File: config.mk
export PLATFORM = sky130hd
export DESIGN_NAME = gms_ram
export DESIGN_NICKNAME = d
export VERILOG_FILES = /design/src/rtl/gms_ram.sv
export SDC_FILE = /design/constraint.sdc
export NUM_CORES = 2
export LEC_CHECK = 0
export ABC_CLOCK_PERIOD_IN_PS = 5100
export BUFFER_PORTS_ARGS = -buffer_cell sky130_fd_sc_hd__buf_2
export CAP_MARGIN = 0
export CORE_UTILIZATION = 26
export CTS_BUF_LIST = sky130_fd_sc_hd__clkbuf_4
export DETAILED_ROUTE_END_ITERATION = 10
export SYNTH_ARGS = -nofsm -noshare
export SYNTH_HDL_FRONTEND = slang
export SYNTH_SLANG_ARGS = --single-unit
File: constraint.sdc
create_clock -name clock -period 5.1 [get_ports clock]
set_input_delay 0.255 -clock clock [delete_from_list [all_inputs] [get_ports clock]]
set_output_delay 0.255 -clock clock [all_outputs]
set_load 0.1 [all_outputs]
File: src/rtl/gms_ram.sv
// ----------------------------------------------------------------------------
// gms_ram: generic single-port-write, single-port-read memory
// One write and one read address per cycle, read data registered.
// ----------------------------------------------------------------------------
`default_nettype none
module gms_ram #(
   parameter int WIDTH = 8,
   parameter int DEPTH = 256
) (
   input  wire logic                     clock,
   input  wire logic                     wr_en,
   input  wire logic [$clog2(DEPTH)-1:0] wr_addr,
   input  wire logic [WIDTH-1:0]         wr_data,
   input  wire logic [$clog2(DEPTH)-1:0] rd_addr,
   output logic      [WIDTH-1:0]         rd_data
);

   logic [WIDTH-1:0] mem [DEPTH];

   // write and registered read
   always_ff @(posedge clock) begin
      if (wr_en) begin
         mem[wr_addr] <= wr_data;
      end
      rd_data <= mem[rd_addr];
   end

endmodule
`default_nettype wire

==> Implementation_results.wiki <==
{| class="wikitable"
! Metric !! Value
|-
| Starting Density || 26.2%
|-
| Launch point of the worst hold path || wr_data[3]
|-
| Capture point of the worst reg-to-reg path || rd_data[3]$_DFF_P_
|-
| Capturing element type of the critical path || register
|-
| Setup repair after global routing missed its margin || no
|-
| TNS Setup || 0 ps
|-
| Most numerous cell types in the synthesized netlist || sky130_fd_sc_hd__edfxtp_1, sky130_fd_sc_hd__mux4_2, sky130_fd_sc_hd__nor2_1
|-
| Sequential share of power || 54.5%
|-
| Count of state elements after synthesis || 2056
|-
| Maxcap violations || 0
|-
| Yosys top cell area share || 77.3%
|-
| Synth unique cells || 55
|-
| Time the final worst path needs with I/O delays and setup || 3510 ps
|-
| Share of post-route cells with drive strength above 1 || 31.7%
|-
| Cells after DPL || 7716
|-
| Maximum clock frequency || 285 MHz
|-
| Pin count of the biggest net entering global routing || 164
|-
| Proportion of total power due to net switching || 22.6%
|-
| Number of standard cells in the final layout excluding fillers || 8624
|-
| WS Path Type || in -> reg
|-
| Critical Path Fanout Max || 13
|-
| Placed wire-length estimate || 126000 um
|-
| Insertion delay of the later-clocked pin in the worst-skew pair || 1340 ps
|-
| TritonRoute pass-1 iters || 5
|-
| Combinational fraction of design power || 5.3%
|-
| CORE AREA || 304000 um2
|-
| Vias post-DR || 41000
|-
| GR Overflow Total || 0
|-
| Pre-CTS setup slack || 1100 ps
|-
| Site row count || 202
|-
| Most area-hungry cell type in the Yosys netlist || sky130_fd_sc_hd__edfxtp_1
|-
| Max VDD drop || 0.242 mV
|-
| Final routed wire length divided by cell count || 24.2 um
|-
| Sequential cell area fraction in the yosys report || 77.5%
|-
| Reg-to-Reg Start || mem[43][3]$_DFFE_PP_
|-
| Clock tree root driver cell || sky130_fd_sc_hd__clkbuf_4
|-
| Number of remaining DRC errors || 0
|-
| Mean instance size in the synthesized netlist || 21.3 um2
|-
| IO Pins || 34
|-
| Buffer depth of the longest clock path || 4
|-
| Leading register cell type out of synthesis || sky130_fd_sc_hd__edfxtp_1
|-
| CTS sink count || 2056
|-
| Dominant cell by count in the synthesized netlist || sky130_fd_sc_hd__edfxtp_1
|-
| Worst Max-Slew Pin Slew || 1340 ps
|-
| Clk network pwr share || 40.3%
|-
| Result of the run || finished clean
|-
| DIE WIDTH || 555 um
|-
| Setup Buffers After CTS || 0
|-
| Worst min path class || in -> reg
|-
| Largest clock skew in the final design || 102 ps
|-
| Per-cell via count in the routed design || 4.75
|-
| Post-synth EDFFs || 2048
|-
| Synthesis Warnings || 0
|-
| Number of violations reported at the end of detailed-routing iteration 0 || 4766
|-
| Number of cell instances on the worst register-to-register path || 7
|-
| Overall die area || 308000 um2
|-
| Worst hold path stage count || 2
|-
| Global placement routability congestion || 0.840
|-
| Port-buffer cells || 33
|-
| Number of antenna violations at the first check in global routing || 13
|-
| Syn Inst Count || 3733
|-
| Power per standard cell area || 376 nW/um2
|-
| Number of hold violations in the final report || 0
|-
| Clock transition at the registers of the reported paths || 60 ps
|-
| Final-report max-slew violation count || 0
|-
| CP arrival || 4650 ps
|-
| Cell area after synthesis || 79600 um2
|-
| Vertical die dimension || 555 um
|-
| FILL cells || 29400
|-
| Vias in the first global route || 42400
|-
| Syn-to-layout area delta || 14.7%
|-
| Total Nets Final || 4232
|-
| Required time at the endpoint of the critical path || 6240 ps
|-
| Largest cells by area after synthesis || sky130_fd_sc_hd__edfxtp_1, sky130_fd_sc_hd__mux4_2, sky130_fd_sc_hd__mux2i_1
|-
| CTS Buf Count || 547
|-
| Number of failing setup endpoints in the final timing report || 0
|-
| Design internal power || 26.5 mW
|-
| Routed WL || 208000 um
|-
| Rel. slew slack || 10.5%
|-
| Clock tree from TritonCTS || yes
|-
| Slack of the worst reg-to-reg path || 1670 ps
|-
| Global-route total usage across every layer || 13.3%
|-
| Post-DRT Antenna Nets || 0
|-
| Terminating pin of the worst hold path || mem[236][3]$_DFFE_PP_
|-
| Hold Slack || 79.1 ps
|-
| Part of the cycle the worst path needs || 68.9%
|-
| Sw Pwr || 7.73 mW
|-
| Max H-tree Level || 6
|-
| Leakage power of the design || 28.0 nW
|-
| Worst setup SP type || primary input
|-
| Global-route wire length before repair || 300000 um
|-
| Worst-case setup margin in the final layout || 1590 ps
|-
| Syn_nets || 3759
|-
| Async set-or-reset flop fraction in the synthesized netlist || 0%
|}
==> state kept, by name (all words and copies together) (netlist names) <==
register / cells
mem: 2048
rd_data: 8
==> how the worst max path moves through the flow <==
stage	startpoint	end	slack (ps)
2_1_floorplan	rd_addr[0]	rd_data[2]$_DFF_P_	2910
3_3_place_gp	rd_addr[3]	rd_data[5]$_DFF_P_	1100
3_5_place_dp	rd_addr[0]	rd_data[5]$_DFF_P_	1100
4_1_cts	mem[43][3]$_DFFE_PP_	rd_data[3]$_DFF_P_	1610
5_1_grt	mem[43][3]$_DFFE_PP_	rd_data[3]$_DFF_P_	1630
6_report	rd_addr[4]	rd_data[3]$_DFF_P_	1590
==> metal layers <==
layer / routed length [um] / GRT usage (%)
met2: 99000 / 21.0
met1: 84900 / 17.7
met3: 18200 / 3.36
met5: 38 / 0
met4: 6180 / 5.10
==> cells by family (layout without fill, tap and decap cells) <==
logic type / after synthesis / after routing / share of synthesized area, %
flip-flops: 2056 / 2056 / 77.5
multiplexers: 591 / 591 / 14.6
AND/OR/NAND/NOR: 466 / 466 / 2.63
AO/OA/AOI/OAI: 385 / 385 / 3.42
buffers and inverters: 235 / 1039 / 1.83
other: 0 / 7 / 0
==> cell usage in the layout (no fill, tap or decap), types with 34 or more instances in the layout <==
master                     instances
sky130_fd_sc_hd__a21oi_1          96
sky130_fd_sc_hd__a22oi_1         133
sky130_fd_sc_hd__buf_4            86
sky130_fd_sc_hd__clkbuf_4        795
sky130_fd_sc_hd__clkinv_1         55
sky130_fd_sc_hd__edfxtp_1       2048
sky130_fd_sc_hd__mux2i_1         134
sky130_fd_sc_hd__mux4_2          454
sky130_fd_sc_hd__nand3_1          34
sky130_fd_sc_hd__nor2_1          279
sky130_fd_sc_hd__o221ai_1         46
==> final cells by class <==
type,count,area [um2],share of cell area (%)
clock buffer,795,5970,6.54
multi-input combinational,1442,16500,18.1
antenna,7,17.5,0.0192
sequential,2056,61700,67.6
clock inverter,85,478,0.524
tap,4080,5100,5.60
timing repair buffer,157,1500,1.64
inverter,2,7.51,0.00823
==> stage by stage <==
stage	area, um2	utilization (%)	power (mW)
2_1_floorplan	79600	-	20.0
3_3_place_gp	84500	27.8	20.8
3_5_place_dp	84500	27.9	20.8
4_1_cts	91200	30.0	34.6
5_1_grt	91200	30.1	35.5
6_report	91200	30.1	34.3
==> timing repair <==
item | CTS | global route
resized for setup | 0 | 0
endpoints found under the hold margin | 2455 | 0
hold buffers | 21 | 0
==> worst max-delay path, stage by stage <==
cell,delay (ps)
sky130_fd_sc_hd__dlygate4sd3_1,520
sky130_fd_sc_hd__buf_2,470
sky130_fd_sc_hd__nand2b_1,870
sky130_fd_sc_hd__a211oi_1,330
sky130_fd_sc_hd__a311oi_1,430
sky130_fd_sc_hd__dlygate4sd3_1,640
sky130_fd_sc_hd__o221ai_1,120
sky130_fd_sc_hd__a211oi_1,880
sky130_fd_sc_hd__nor4_1,80
==> power by group through the flow <==
| stage | sequential [mW] | combinational (mW) | clock (mW) |
|---|---|---|---|
| finish | 18.7 | 1.81 | 13.8 |
| detailed placement | 19.0 | 1.79 | 0 |
| global placement | 19.0 | 1.77 | 0 |
| floorplan | 19.1 | 0.905 | 0 |
| global route | 18.6 | 1.88 | 15.0 |
| CTS | 18.7 | 1.81 | 14.1 |
Power figures use the tool's default switching activity.
